`config.mk`:
```
export PLATFORM = sky130hd
export DESIGN_NAME = joystick_deadzone_scaler_top
export DESIGN_NICKNAME = d
export VERILOG_FILES = /design/src/hdl/jds_pkg.sv /design/src/hdl/jds_front.sv /design/src/hdl/jds_cell.sv /design/src/hdl/jds_back.sv /design/src/hdl/joystick_deadzone_scaler_top.sv
export SDC_FILE = /design/constraint.sdc
export NUM_CORES = 1
export LEC_CHECK = 0
export ABC_AREA = 1
export BUFFER_PORTS_ARGS = -buffer_cell sky130_fd_sc_hd__buf_2
export CORE_MARGIN = 2
export CORE_UTILIZATION = 65
export CTS_BUF_LIST = sky130_fd_sc_hd__clkbuf_8
export DETAILED_ROUTE_END_ITERATION = 10
export PLACE_DENSITY = 0.86
export SKIP_CTS_REPAIR_TIMING = 1
export SLEW_MARGIN = 20
export SYNTH_ARGS = -nofsm -noshare
export SYNTH_HDL_FRONTEND = slang
export SYNTH_HIERARCHICAL = 1
export SYNTH_SLANG_ARGS = --single-unit
```
`constraint.sdc`:
```
create_clock -name i_clk -period 15.6 [get_ports i_clk]
set_input_delay 0.78 -clock i_clk [delete_from_list [all_inputs] [get_ports i_clk]]
set_output_delay 0.78 -clock i_clk [all_outputs]
set_load 0.05 [all_outputs]
```
`src/hdl/jds_pkg.sv`:
```
// Shared types and constants for the joystick dead-zone scaler.
// No dependencies; used by every module in hdl/.
package jds_pkg;

    localparam int unsigned QUO_W = 7;   // quotient bits, covers 0..100
    localparam int unsigned NUM_W = 15;  // 8-bit difference times 100
    localparam int unsigned DIV_W = 8;
    localparam int unsigned N_REG = 4;

    localparam logic [2:0] DIR_NEUTRAL = 3'd0;
    localparam logic [2:0] DIR_UP      = 3'd1;
    localparam logic [2:0] DIR_LEFT    = 3'd2;
    localparam logic [2:0] DIR_DOWN    = 3'd3;
    localparam logic [2:0] DIR_RIGHT   = 3'd4;

    localparam logic [1:0] REG_NEUTRAL_X  = 2'd0;
    localparam logic [1:0] REG_NEUTRAL_Y  = 2'd1;
    localparam logic [1:0] REG_DEAD_ZONE  = 2'd2;
    localparam logic [1:0] REG_FULL_SCALE = 2'd3;

    localparam logic [7:0] RST_NEUTRAL    = 8'd128;
    localparam logic [6:0] RST_DEAD_ZONE  = 7'd10;
    localparam logic [7:0] RST_FULL_SCALE = 8'd255;
    localparam logic [7:0] PCT_FULL       = 8'd100;

    typedef struct packed {
        logic [7:0] x_sample;
        logic [7:0] y_sample;
    } t_in_req;

    typedef struct packed {
        logic signed [7:0] x_percent;
        logic signed [7:0] y_percent;
        logic [2:0]        direction;
    } t_out_req;

    typedef struct packed {
        logic [7:0] neutral_x;
        logic [7:0] neutral_y;
        logic [6:0] dead_zone;
        logic [7:0] full_scale;
    } t_cfg;

    // one axis in flight through the divider chain
    typedef struct packed {
        logic             neg;
        logic [NUM_W-1:0] rem;
        logic [DIV_W-1:0] div;
        logic [QUO_W-1:0] quo;
    } t_lane;

    typedef struct packed {
        logic  valid;
        t_lane x;
        t_lane y;
    } t_stage;

endpackage

```
`src/hdl/jds_front.sv`:
```
// Front stage: dead-zone compare and numerator/divisor setup per axis.
// Depends on jds_pkg.
module jds_front (
    input  logic            i_clk,
    input  logic            i_rst_n,
    input  logic            i_adv,
    input  logic            i_valid,
    input  jds_pkg::t_in_req i_req,
    input  jds_pkg::t_cfg   i_cfg,
    output jds_pkg::t_stage o_stage
);

    logic            r_valid;
    jds_pkg::t_lane  r_x;
    jds_pkg::t_lane  r_y;
    jds_pkg::t_stage n_stage;

    function automatic jds_pkg::t_lane setup_axis(
        input logic [7:0] s,
        input logic [7:0] n,
        input logic [6:0] dz,
        input logic [7:0] fs
    );
        jds_pkg::t_lane       l;
        logic [8:0]           hi;
        logic [7:0]           lo;
        logic [7:0]           diff;
        logic [7:0]           den;
        logic                 has_lo;
        hi     = {1'b0, n} + {2'b0, dz};
        has_lo = (n >= {1'b0, dz});
        lo     = n - {1'b0, dz};
        l.quo  = '0;
        l.neg  = 1'b0;
        l.rem  = '0;
        l.div  = 8'd1;
        diff   = '0;
        den    = 8'd1;
        if ({1'b0, s} > hi) begin
            if (s >= fs) begin
                l.rem = jds_pkg::NUM_W'(jds_pkg::PCT_FULL);  // saturate: 100 / 1
            end else begin
                diff  = 8'(({1'b0, s} - hi));
                den   = 8'(({1'b0, fs} - hi));
                l.rem = jds_pkg::NUM_W'(diff) * jds_pkg::NUM_W'(jds_pkg::PCT_FULL);
                l.div = den;
            end
        end else if (has_lo && (s < lo)) begin
            diff  = lo - s;
            l.neg = 1'b1;
            l.rem = jds_pkg::NUM_W'(diff) * jds_pkg::NUM_W'(jds_pkg::PCT_FULL);
            l.div = lo;
        end
        return l;
    endfunction

    always_comb begin
        n_stage.valid = i_valid;
        n_stage.x = setup_axis(i_req.x_sample, i_cfg.neutral_x, i_cfg.dead_zone,
                               i_cfg.full_scale);
        n_stage.y = setup_axis(i_req.y_sample, i_cfg.neutral_y, i_cfg.dead_zone,
                               i_cfg.full_scale);
    end

    always_ff @(posedge i_clk) begin
        if (!i_rst_n) begin
            r_valid <= 1'b0;
        end else if (i_adv) begin
            r_valid <= n_stage.valid;
        end
    end

    always_ff @(posedge i_clk) begin
        if (i_adv) begin
            r_x <= n_stage.x;
            r_y <= n_stage.y;
        end
    end

    assign o_stage = '{valid: r_valid, x: r_x, y: r_y};

endmodule

```
`src/hdl/jds_cell.sv`:
```
// Divider cell: resolves one quotient bit for both axes, then registers.
// Depends on jds_pkg.
module jds_cell #(
    parameter int unsigned SHIFT = 0
) (
    input  logic            i_clk,
    input  logic            i_rst_n,
    input  logic            i_adv,
    input  jds_pkg::t_stage i_stage,
    output jds_pkg::t_stage o_stage
);

    logic            r_valid;
    jds_pkg::t_lane  r_x;
    jds_pkg::t_lane  r_y;
    jds_pkg::t_stage n_stage;

    function automatic jds_pkg::t_lane step(input jds_pkg::t_lane l);
        jds_pkg::t_lane             o;
        logic [jds_pkg::NUM_W-1:0] dsh;
        o   = l;
        dsh = jds_pkg::NUM_W'(l.div) << SHIFT;
        if (l.rem >= dsh) begin
            o.rem        = l.rem - dsh;
            o.quo[SHIFT] = 1'b1;
        end
        return o;
    endfunction

    always_comb begin
        n_stage.valid = i_stage.valid;
        n_stage.x     = step(i_stage.x);
        n_stage.y     = step(i_stage.y);
    end

    always_ff @(posedge i_clk) begin
        if (!i_rst_n) begin
            r_valid <= 1'b0;
        end else if (i_adv) begin
            r_valid <= n_stage.valid;
        end
    end

    always_ff @(posedge i_clk) begin
        if (i_adv) begin
            r_x <= n_stage.x;
            r_y <= n_stage.y;
        end
    end

    assign o_stage = '{valid: r_valid, x: r_x, y: r_y};

endmodule

```
`src/hdl/jds_back.sv`:
```
// Back stage: sign restore, 4-way direction, output register.
// Depends on jds_pkg.
module jds_back (
    input  logic             i_clk,
    input  logic             i_rst_n,
    input  logic             i_adv,
    input  jds_pkg::t_stage  i_stage,
    output logic             o_valid,
    output jds_pkg::t_out_req o_req
);

    logic              r_valid;
    jds_pkg::t_out_req r_req;
    jds_pkg::t_out_req n_req;
    logic signed [8:0] a;
    logic signed [8:0] b;

    always_comb begin
        a = i_stage.x.neg ? -$signed({2'b0, i_stage.x.quo}) : $signed({2'b0, i_stage.x.quo});
        b = i_stage.y.neg ? -$signed({2'b0, i_stage.y.quo}) : $signed({2'b0, i_stage.y.quo});
        n_req.x_percent = a[7:0];
        n_req.y_percent = b[7:0];
        // diagonals: x=y>0 up, -x=y>0 left, x=y<0 left, x=-y>0 down
        priority if (a == 9'sd0 && b == 9'sd0) begin
            n_req.direction = jds_pkg::DIR_NEUTRAL;
        end else if (b > 9'sd0 && b >= a && b > -a) begin
            n_req.direction = jds_pkg::DIR_UP;
        end else if (a < 9'sd0 && b <= -a && b >= a) begin
            n_req.direction = jds_pkg::DIR_LEFT;
        end else if (b < 9'sd0 && a > b && a <= -b) begin
            n_req.direction = jds_pkg::DIR_DOWN;
        end else begin
            n_req.direction = jds_pkg::DIR_RIGHT;
        end
    end

    always_ff @(posedge i_clk) begin
        if (!i_rst_n) begin
            r_valid <= 1'b0;
        end else if (i_adv) begin
            r_valid <= i_stage.valid;
        end
    end

    always_ff @(posedge i_clk) begin
        if (i_adv) begin
            r_req <= n_req;
        end
    end

    assign o_valid = r_valid;
    assign o_req   = r_req;

endmodule

```
`src/hdl/joystick_deadzone_scaler_top.sv`:
```
// Top level of the joystick dead-zone scaler: config registers and pipeline.
// Depends on jds_pkg, jds_front, jds_cell, jds_back.
//
// Usage:
//   Input channel (i_valid / o_stall / i_sample) takes one raw X/Y sample pair
//   per request. Output channel (o_valid / i_stall / o_result) gives one
//   result per request: X and Y percent in -100..100 and a 4-way direction.
//   The pipeline has one setup stage, seven divider cells (one quotient
//   bit each, restoring compare/subtract), and the output register.
//   One request per cycle unless stalled; the whole chain moves together.
//   When the receiver stalls with a result waiting, the chain freezes and
//   o_stall rises the same cycle; empty slots still fill while the output
//   register is free, and the output register stays loaded until taken.
//   Reset clears all stage valid bits and loads the config defaults
//   (neutral 128/128, dead zone 10, full scale 255).
//   Config: APB, registers at byte offsets 0x0 neutral_x, 0x4 neutral_y,
//   0x8 dead_zone, 0xC full_scale. pready is tied high; reads return the
//   register value zero-extended. Write config only while the block is idle.
module joystick_deadzone_scaler_top (
    input  logic              i_clk,
    input  logic              i_rst_n,
    // sample requests
    input  logic              i_valid,
    output logic              o_stall,
    input  jds_pkg::t_in_req  i_sample,
    // result requests
    output logic              o_valid,
    input  logic              i_stall,
    output jds_pkg::t_out_req o_result,
    // APB config
    input  logic              psel,
    input  logic              penable,
    input  logic              pwrite,
    input  logic [3:0]        paddr,
    input  logic [31:0]       pwdata,
    output logic [31:0]       prdata,
    output logic              pready
);

    jds_pkg::t_cfg   r_cfg;
    logic            adv;
    logic [1:0]      reg_idx;
    jds_pkg::t_stage chain [jds_pkg::QUO_W+1];

    // ---------------- config registers ----------------
    assign pready  = 1'b1;
    assign reg_idx = paddr[3:2];

    always_ff @(posedge i_clk) begin
        if (!i_rst_n) begin
            r_cfg.neutral_x  <= jds_pkg::RST_NEUTRAL;
            r_cfg.neutral_y  <= jds_pkg::RST_NEUTRAL;
            r_cfg.dead_zone  <= jds_pkg::RST_DEAD_ZONE;
            r_cfg.full_scale <= jds_pkg::RST_FULL_SCALE;
        end else if (psel && penable && pwrite && pready) begin
            unique case (reg_idx)
                jds_pkg::REG_NEUTRAL_X:  r_cfg.neutral_x  <= pwdata[7:0];
                jds_pkg::REG_NEUTRAL_Y:  r_cfg.neutral_y  <= pwdata[7:0];
                jds_pkg::REG_DEAD_ZONE:  r_cfg.dead_zone  <= pwdata[6:0];
                jds_pkg::REG_FULL_SCALE: r_cfg.full_scale <= pwdata[7:0];
                default: ;
            endcase
        end
    end

    always_comb begin
        unique case (reg_idx)
            jds_pkg::REG_NEUTRAL_X:  prdata = {24'd0, r_cfg.neutral_x};
            jds_pkg::REG_NEUTRAL_Y:  prdata = {24'd0, r_cfg.neutral_y};
            jds_pkg::REG_DEAD_ZONE:  prdata = {25'd0, r_cfg.dead_zone};
            jds_pkg::REG_FULL_SCALE: prdata = {24'd0, r_cfg.full_scale};
            default:                 prdata = '0;
        endcase
    end

    // ---------------- pipeline ----------------
    // Whole chain advances unless a finished result is held by the receiver.
    assign adv     = !o_valid || !i_stall;
    assign o_stall = !adv;

    jds_front u_front (
        .i_clk   (i_clk),
        .i_rst_n (i_rst_n),
        .i_adv   (adv),
        .i_valid (i_valid),
        .i_req   (i_sample),
        .i_cfg   (r_cfg),
        .o_stage (chain[0])
    );

    // cell k resolves quotient bit QUO_W-1-k, MSB first
    for (genvar k = 0; k < jds_pkg::QUO_W; k++) begin : g_cell
        jds_cell #(
            .SHIFT (jds_pkg::QUO_W - 1 - k)
        ) u_cell (
            .i_clk   (i_clk),
            .i_rst_n (i_rst_n),
            .i_adv   (adv),
            .i_stage (chain[k]),
            .o_stage (chain[k+1])
        );
    end

    jds_back u_back (
        .i_clk   (i_clk),
        .i_rst_n (i_rst_n),
        .i_adv   (adv),
        .i_stage (chain[jds_pkg::QUO_W]),
        .o_valid (o_valid),
        .o_req   (o_result)
    );

    // ---------------- assertions ----------------
    a_x_range : assert property (@(posedge i_clk) disable iff (!i_rst_n)
        o_valid |-> (o_result.x_percent <= 8'sd100 && o_result.x_percent >= -8'sd100))
        else $error("x_percent out of range");

    a_y_range : assert property (@(posedge i_clk) disable iff (!i_rst_n)
        o_valid |-> (o_result.y_percent <= 8'sd100 && o_result.y_percent >= -8'sd100))
        else $error("y_percent out of range");

    a_neutral : assert property (@(posedge i_clk) disable iff (!i_rst_n)
        o_valid |-> ((o_result.direction == jds_pkg::DIR_NEUTRAL) ==
                     (o_result.x_percent == 8'sd0 && o_result.y_percent == 8'sd0)))
        else $error("neutral direction mismatch");

    a_no_false_stall : assert property (@(posedge i_clk) disable iff (!i_rst_n)
        (!o_valid || !i_stall) |-> !o_stall)
        else $error("input stalled while output slot free");

endmodule
```
# After elaboration in Yosys (flattened, before gate mapping)
# Cells that the tools add are included.
# totals
regBits	453
input_bits	59
output_inout_bits	54
# op_classes
n_addsub	26
magnitude_cmp	30
reduce_logical	24
mux	26
n_mul	4
n_eq_ne	3
# op_table
op	n
15-bit two-way mux	14
32-bit case mux with 4 select lines	1
8-bit by 5-bit multiplier with 13-bit output, second input constant	4
24-bit two-way mux	2
8-bit subtractor	6
23-bit two-way mux	2
15-bit by 10-bit >= comparator with 1-bit output	2
15-bit by 11-bit >= comparator with 1-bit output	2
15-bit by 12-bit >= comparator with 1-bit output	2
15-bit by 13-bit >= comparator with 1-bit output	2
15-bit by 14-bit >= comparator with 1-bit output	2
15-bit by 8-bit >= comparator with 1-bit output	2
15-bit by 9-bit >= comparator with 1-bit output	2
15-bit by 10-bit subtractor with 15-bit output	2
15-bit by 11-bit subtractor with 15-bit output	2
15-bit by 12-bit subtractor with 15-bit output	2
15-bit by 13-bit subtractor with 15-bit output	2
15-bit by 14-bit subtractor with 15-bit output	2
15-bit by 9-bit subtractor with 15-bit output	2
8-bit by 7-bit adder with 9-bit output	2
8-bit by 9-bit greater-than comparator with 1-bit output	2
9-bit greater-than comparator	2
9-bit less-or-equal comparator	2
9-bit zero test	2
23 further kinds	48

# Longest topological paths before layout
# Gate-level depths: netlist of run 1.
# depth
depth_word	8
ltp_mapped	28
mapped_depth_nobuf	27

# Modules after synthesis
# The synthesis of run 1 kept the hierarchy.
# by_module_without_submodules
mod	instances	seq_area_each_um2	cells_each	area_per_inst_um2
jds_front	1	1341.3	1136	8841.0
jds_cell (g_cell[6].u_cell)	1	1881.8	449	3860.0
jds_cell (g_cell[4].u_cell)	1	1881.8	424	3661.0
jds_cell (g_cell[5].u_cell)	1	1881.8	431	3634.7
jds_cell (g_cell[2].u_cell)	1	1881.8	374	3492.1
jds_cell (g_cell[3].u_cell)	1	1881.8	368	3435.8
jds_cell (g_cell[1].u_cell)	1	1881.8	346	3362.0
jds_cell (g_cell[0].u_cell)	1	1881.8	323	3200.6
jds_back	1	590.6	300	2158.3
joystick_deadzone_scaler_top	1	620.6	246	1676.6

# Worst setup path after synthesis of run 1
# OpenSTA, ideal clock, no wires.
# synth_path
path_kind	input -> output
startpoint	in i_stall
endpoint	out o_stall
path_buffers	0
t_arrival_ns	14.995
cell_stages	2
required_time_ns	14.820
slack_ns	-0.175
path_cell_list	nand2_1 > inv_1
# synth_via
elab_chain_cells	3
# synth_rtl
element	line	text
from (decl)	joystick_deadzone_scaler_top.sv:28	input logic i_stall,
1-bit zero test	joystick_deadzone_scaler_top.sv:78	assign adv = !o_valid || !i_stall;
1-bit logical OR	joystick_deadzone_scaler_top.sv:78	
1-bit zero test	joystick_deadzone_scaler_top.sv:79	assign o_stall = !adv;
to (decl)	joystick_deadzone_scaler_top.sv:24	output logic o_stall,
# No other way between the ends.

==> results of run 1 <==
==> metal layers <==
metal | wire length, um | track usage | share of wire
met3 | 3620 | 0.0372 | 0.051
met2 | 36100 | 0.465 | 0.51
met1 | 28700 | 0.301 | 0.40
met5 | 28 | 0 | 0.00039
met4 | 2540 | 0.114 | 0.036
==> area by class of cell <==
cell class                 instances  area [um^2]  share of cell area
antenna                            1         2.50           0.0000678
inverter                         737         2770              0.0751
multi-input combinational       2827        17100               0.462
sequential                       491        14300               0.388
clock inverter                    51          297             0.00803
clock buffer                      87         1200              0.0324
timing repair buffer              66          375              0.0102
tap                              688          861              0.0233
==> critical path, cell delays in order, from the launching register on <==
cell and delay, ns:
dfxtp_1 0.58, inv_1 0.26, ha_1 0.38, inv_1 0.05, nand2_1 0.05, nand2_1 0.06, and2_1 0.16, xor2_1 0.17
ha_1 0.37, nand2_1 0.10, o21ai_0 0.28, xor2_1 0.35, ha_1 0.31, ha_1 0.28, inv_1 0.05, fa_1 0.50
inv_1 0.05, ha_1 0.35, nand2_1 0.06, o21ai_0 0.40, a21oi_1 0.12, o21ai_0 0.24, xor2_1 0.21, nor2_1 0.06
nand2_1 0.16, nand2_1 0.07
==> sequential cells by signal, summed over array words and instances, names as in the netlist <==
name / count
u_back/o_valid: 1
r_cfg: 31
u_front/r_valid: 1
g_cell.u_cell/o_stage: 388
u_back/o_req: 19
g_cell.u_cell/r_valid: 7
u_front/o_stage: 44
==> worst paths after layout <==
kind	from	end	slack [ns]	depth (start not counted)
setup / recovery	r_cfg[9]	u_front/o_stage[58]	9.64	25
hold / removal	pwdata[5]	r_cfg[5]	0.33	3
setup reg to reg	r_cfg[9]	u_front/o_stage[58]	9.64	25
hold reg to reg	g_cell[0].u_cell/o_stage[61]	g_cell[1].u_cell/o_stage[61]	0.38	0
==> where the power goes <==
part / internal [mW] / leakage (nW) / switching (mW)
sequential: 2.03 / 5.14 / 0.227
clock: 0.559 / 0.825 / 0.498
combinational: 1.47 / 12.7 / 2.55
==> placed cells by master (no fill, tap or decap), drive strengths merged, types with 41 or more instances in the layout <==
cell,instances
edfxtp,451
nor2,319
a21oi,152
clkbuf,87
nand3,287
nand4,71
ha,341
buf,66
xor2,100
xnor2,41
nand2,1236
inv,753
o21ai,96
conb,43
==> stage by stage <==
stage / instances / area [um^2] / utilization
after floorplan: 4139 / 34900 / -
after global placement: 4808 / 35400 / 0.672
after detailed placement: 4808 / 35400 / 0.672
after CTS: 4946 / 36900 / 0.701
after global routing: 4948 / 36900 / 0.701
final: 4948 / 36900 / 0.701
==> impl_metrics.ini, run 1 <==
[timing]
finClkSkew_ns = 0.0471
fin_crit_sh = 0.382
timing.hold.ws_ns = 0.330
finalCriticalPeriod_ns = 5.96
setup_ws_ns = 9.64
setup_viol = 0
hold_violations = 0
relSlewSlack = 0.324
finalMaxSlewViolations = 0
tns_ns = 0
worstMarginPinSlew_ns = 1.01
fmax_mhz = 168
rsz0062_at_grt = false

[die]
fp.dieArea_um2 = 55300
die_y_um = 235
io-pin-count = 113
initial_core_util = 0.659
core_um2 = 52700
row_count = 84
die_w_um = 235

[global_routing]
grt_overflow = 0
antenna_found_initial = 3
grt_pass1_wl_mm = 118
grt_pass1_vias = 25700
grt_usage = 0.256
grt_max_degree = 186

[route]
vias = 26400
first_iter_violations = 1584
first_pass_iters = 6
totalWireLength_mm = 71.1
drtAntennaViolNets = 0
wl_per_cell_um = 14.4
avgViaCountPerCell = 5.34
drcViolationCount = 0

[synthesis]
syn_avg_cell_area_um2 = 8.47
netlist_area_um2 = 34700
yosysWarningCount = 6
synth_cells = 4099

[clock_tree]
cts_sinks = 491
cts_tree = built
cts_made_buffers = 79
h-tree-depth = 3
cts.path.max_buffers = 3
clk_pin_slew_ns = 0.06
clk_latency_ns = 0.68
cts_root_buffer = clkbuf_8

[worst_setup_path]
start_kind = register
crit_type = register to register
critPathMaxFanout = 7
cp-end-kind = register
cp_data_required_time_ns = 15.99
critPathArrivalTime_ns = 6.35

[worst_hold_path]
min-delay-path-class = primary input to register

[power]
power.leakage_nw = 18.6
finalPower_mw = 7.33
peakVddDrop_mv = 0.176
power_density_nw_per_um2 = 199

[job]
drv_cap = 0

[final_layout]
drive_gt1_frac = 0.110
nets = 4632
nFillCells = 3959
area_delta_synth_final_pct = 6.36

[placed_design]
dp_slack_ns = 9.68
post-dp-hpwl_mm = 54.3
port_buffers = 61
gp_congestion = 0.938

[run_status]
status = complete, no violations
Power figures use the tool's default switching activity.
==> inputs of run 2 (changes only) <==
==> constraint.sdc (replaced) <==
create_clock -name i_clk -period 5.66 [get_ports i_clk]
set_input_delay 0.283 -clock i_clk [delete_from_list [all_inputs] [get_ports i_clk]]
set_output_delay 0.283 -clock i_clk [all_outputs]
set_load 0.05 [all_outputs]
==> impl_metrics.ini, run 2 (synthesis results as in run 1) <==
[run_status]
status = complete, no violations

[global_routing]
grt_pass1_wl_mm = 120
grt_overflow = 0
grt_pass1_vias = 26200
grt_usage = 0.261
antenna_found_initial = 0
grt_max_degree = 221

[worst_setup_path]
crit_type = register to register
rr_worst_depth = 24
crit_slowest_cell = fa_1
crit_chain = inv_1, ha_1, nand3_1, nand2_1, xor2_1, inv_1, ha_1, a21o_1, a21oi_2, xor2_1, ha_1, ha_1, inv_1, fa_1, inv_1, ha_1, nand2_1, o21ai_1, a21oi_1, o21ai_0, xnor2_1, nor2_1, nand2_2, o21ai_2
critPathMaxFanout = 7
start_kind = register
cp_data_required_time_ns = 6.07
cp-end-kind = register
cp-startpoint = r_cfg[10]
slowest_delay_ns = 0.50
critPathArrivalTime_ns = 5.72
r2r_setup_slack_ns = 0.35
rr_startpoint = r_cfg[10]
cp_common_cell = ha_1
crit_end = u_front/o_stage[27]
r2r-end = u_front/o_stage[27]

[timing]
tns_ns = 0
hold_violations = 0
finalMaxSlewViolations = 0
fin_crit_sh = 0.938
rsz0062_at_grt = true
setup_ws_ns = 0.351
worstMarginPinSlew_ns = 0.857
relSlewSlack = 0.427
setup_viol = 0
finClkSkew_ns = 0.0316
finalCriticalPeriod_ns = 5.31
fmax_mhz = 188

[die]
io-pin-count = 113
die_y_um = 235
fp.dieArea_um2 = 55300
initial_core_util = 0.659
row_count = 84
die_w_um = 235
core_um2 = 52700

[route]
wl_per_cell_um = 14.7
vias = 26900
first_pass_iters = 6
avgViaCountPerCell = 5.40
drtAntennaViolNets = 0
first_iter_violations = 1861
totalWireLength_mm = 73.0
drcViolationCount = 0

[clock_tree]
cts_root_buffer = clkbuf_8
cts.path.max_buffers = 3
h-tree-depth = 3
clk_latency_ns = 0.68
cts_sinks = 491
cts_tree = built
cts_made_buffers = 82
clk_pin_slew_ns = 0.06

[power]
power.leakage_nw = 18.8
p_comb_frac = 0.547
intPower_mw = 11.3
power.share.clock = 0.149
power_density_nw_per_um2 = 551
peakVddDrop_mv = 0.463
p_sw_mw = 9.20
sequentialPowerShare = 0.304
switching_share = 0.450

[placed_design]
dp_slack_ns = 0.253
placed_cells = 4813
port_buffers = 61
placed_area_um2 = 35400
gp_congestion = 0.954
post-dp-hpwl_mm = 54.9

[final_layout]
largest_reg_flops = 388
stdcell_area_um2 = 37200
area_delta_synth_final_pct = 7.05
final_common_cell = nand2_1
antenna-diode-count = 0
final_cells = 4974
drive_gt1_frac = 0.113
final_cell_mix = nand2_1 (1140), inv_1 (703), edfxtp_1 (451)
nets = 4650

[job]
drv_cap = 0

[worst_hold_path]
min-delay-path-class = primary input to register
holdPathStages = 5
## run 2: worst min-delay path by stage
stage | to | slack (ns) | start
after global routing | r_cfg[8] | 0.09 | paddr[3]
final | r_cfg[12] | 0.08 | paddr[3]
after global placement | g_cell[6].u_cell/o_stage[32] | 0.40 | g_cell[5].u_cell/o_stage[32]
after CTS | u_front/r_valid | -0.22 | i_valid
after floorplan | g_cell[0].u_cell/o_stage[30] | 0.40 | u_front/o_stage[30]
after detailed placement | g_cell[1].u_cell/o_stage[61] | 0.40 | g_cell[0].u_cell/o_stage[61]
## run 2: area by class of cell
cell class / instances / area (um^2)
fill: 3948 / 15500
clock inverter: 64 / 389
tap: 688 / 861
sequential: 491 / 14300
timing repair buffer: 81 / 510
inverter: 737 / 2770
clock buffer: 86 / 1180
multi-input combinational: 2827 / 17100
## run 2: power by group through the flow
stage               sequential [mW]  combinational, mW  clock (mW)
finish                         6.21               11.2        3.05
floorplan                      6.22               8.71           0
global placement               6.22               10.5           0
detailed placement             6.28               10.9           0
CTS                            6.22               11.1        3.11
global route                   6.34               12.6        3.27
## run 2: layer usage
| metal | vias to the layer above | track usage | wire, um |
|---|---|---|---|
| li1 | 13400 | - | - |
| met5 | - | 0 | 0 |
| met4 | 0 | 0.122 | 2830 |
| met2 | 926 | 0.477 | 37500 |
| met3 | 231 | 0.0392 | 4090 |
| met1 | 12300 | 0.300 | 28600 |
## run 2: critical path: cells and delay by family (launching register included)
| family | cells | cell delay [ns] |
|---|---|---|
| adder cells (fa/ha/maj) | 6 | 2.20 |
| XOR/XNOR | 3 | 0.69 |
| AND/OR/NAND/NOR | 5 | 0.50 |
| buffers and inverters | 4 | 0.28 |
| AO/OA/AOI/OAI | 6 | 0.94 |
| flip-flops | 1 | 0.41 |
## run 2: metrics by stage
step / hold slack (ns) / utilization / power [mW]
2_1_floorplan: 0.400 / - / 14.9
3_5_place_dp: 0.405 / 0.673 / 17.2
6_report: 0.0792 / 0.706 / 20.5
5_1_grt: 0.0935 / 0.706 / 22.3
3_3_place_gp: 0.400 / 0.673 / 16.7
4_1_cts: -0.216 / 0.703 / 20.4
==> inputs of run 3 (changes only) <==
--- a/config.mk
+++ b/config.mk
@@ -12,6 +12,7 @@
 export CTS_BUF_LIST = sky130_fd_sc_hd__clkbuf_8
 export DETAILED_ROUTE_END_ITERATION = 10
 export PLACE_DENSITY = 0.86
+export REMOVE_ABC_BUFFERS = 1
 export SKIP_CTS_REPAIR_TIMING = 1
 export SLEW_MARGIN = 20
 export SYNTH_ARGS = -nofsm -noshare
==> impl_metrics.ini, run 3 (synthesis results as in run 1) <==
[final_layout]
area_delta_synth_final_pct = 7.47
final_cells = 4976
antenna-diode-count = 0
nFillCells = 3885
final_util = 0.709
largest_reg_flops = 388
nets = 4651
final_common_cell = nand2_1
final_cell_mix = nand2_1 (1140), inv_1 (702), edfxtp_1 (451)
drive_gt1_frac = 0.115

[timing]
fin_crit_sh = 0.949
finalMaxSlewViolations = 0
setup_ws_ns = 0.287
rsz0062_at_grt = true
finClkSkew_ns = 0.0509
hold_violations = 0
worstMarginPinSlew_ns = 0.982
finalCriticalPeriod_ns = 5.37
setup_viol = 0
relSlewSlack = 0.339
fmax_mhz = 186

[route]
first_iter_violations = 1634
drtAntennaViolNets = 0
vias = 26600
first_pass_iters = 8
wl_per_cell_um = 14.3
totalWireLength_mm = 71.1
drcViolationCount = 0
avgViaCountPerCell = 5.35

[clock_tree]
h-tree-depth = 3
cts.path.max_buffers = 3
cts_made_buffers = 84
cts_root_buffer = clkbuf_8
cts_tree = built
cts_sinks = 491
clk_pin_slew_ns = 0.06
clk_latency_ns = 0.70

[power]
peakVddDrop_mv = 0.453
power.leakage_nw = 18.8
finalPower_mw = 20.6
power_density_nw_per_um2 = 553

[worst_setup_path]
start_kind = register
cp_data_required_time_ns = 6.08
critPathMaxFanout = 8
cp-end-kind = register
crit_chain = inv_1, ha_1, a21oi_1, nand2_1, xor2_1, inv_1, ha_1, a21o_1, a21oi_1, xor2_1, ha_1, ha_1, inv_1, fa_1, inv_1, ha_1, nand2_1, o21ai_1, a21oi_1, o21ai_0, xnor2_1, nor2_1, nand2_1, nand2_1
critPathArrivalTime_ns = 5.79
crit_slowest_cell = fa_1
path_delay_family = adder cells
crit_type = register to register
cp_common_cell = ha_1
critPathBufInv = 4
slowest_delay_ns = 0.51

[placed_design]
port_buffers = 61
post-dp-hpwl_mm = 53.9
gp_congestion = 0.967
dp_slack_ns = 0.225
placed_cells = 4812

[die]
fp.dieArea_um2 = 55300
io-pin-count = 113
row_count = 84
core_um2 = 52700
initial_core_util = 0.659
die_y_um = 235
die_w_um = 235

[global_routing]
grt_usage = 0.257
grt_pass1_vias = 26100
grt_max_degree = 187
antenna_found_initial = 0
grt_pass1_wl_mm = 118
grt_overflow = 0

[worst_hold_path]
min-delay-path-class = primary input to register

[job]
drv_cap = 0

[run_status]
status = complete, no violations
## run 3: cell types whose count changed in the layout (fill, tap and decap cells not counted), moves of 2 or more
cell        previous run  this run
clkinv_1              23        13
bufinv_16              4         8
inv_6                  4         0
clkinv_2              12        15
clkbuf_8              86        88
clkinv_4               0         2
clkinv_8               0         2
clkinvlp_4             3         5
ha_1                 338       340
ha_2                   3         1
inv_12                 0         2
## run 3: power breakdown
| group | internal (mW) | total [mW] | switching, mW |
|---|---|---|---|
| Clock | 1.84 | 3.35 | 1.51 |
| Sequential | 5.59 | 6.20 | 0.619 |
| Combinational | 4.06 | 11.1 | 7.02 |
| Total | 11.5 | 20.6 | 9.15 |
## run 3: per-layer routing
layer / wire length [um] / track usage / vias up
met5: 0 / 0 / -
met4: 3220 / 0.123 / 0
met3: 3660 / 0.0420 / 228
met2: 36300 / 0.479 / 792
met1: 27900 / 0.284 / 12200
li1: - / - / 13400
## run 3: final timing paths
path                                     start                           end  slack, ns  cells after the start
hold / removal                        paddr[2]                     r_cfg[22]       0.08                      4
setup reg to reg                     r_cfg[10]           u_front/o_stage[58]       0.29                     24
setup / recovery                     r_cfg[10]           u_front/o_stage[58]       0.29                     24
hold reg to reg   g_cell[3].u_cell/o_stage[30]  g_cell[4].u_cell/o_stage[30]       0.39                      0
## run 3: per-stage QoR
step	hold slack (ns)	area [um^2]	TNS, ns
floorplan	0.368	34200	-2725.46
global placement	0.400	35400	0
detailed placement	0.405	35400	0
CTS	-0.206	37200	0
global route	0.0627	37300	-0.0364
finish	0.0755	37300	0
## run 3: tightest hold or removal path: stages
cell and delay, ns:
buf_2 0.15, nand2_1 0.14, o21ai_0 0.10, nand3_1 0.07
## run 3: area by class of cell
type                       count  area [um^2]  share of cell area
clock buffer                  88         1210              0.0325
clock inverter                65          557              0.0149
inverter                     737         2770              0.0743
multi-input combinational   2827        17100               0.458
sequential                   491        14300               0.384
tap                          688          861              0.0231
timing repair buffer          80          495              0.0133
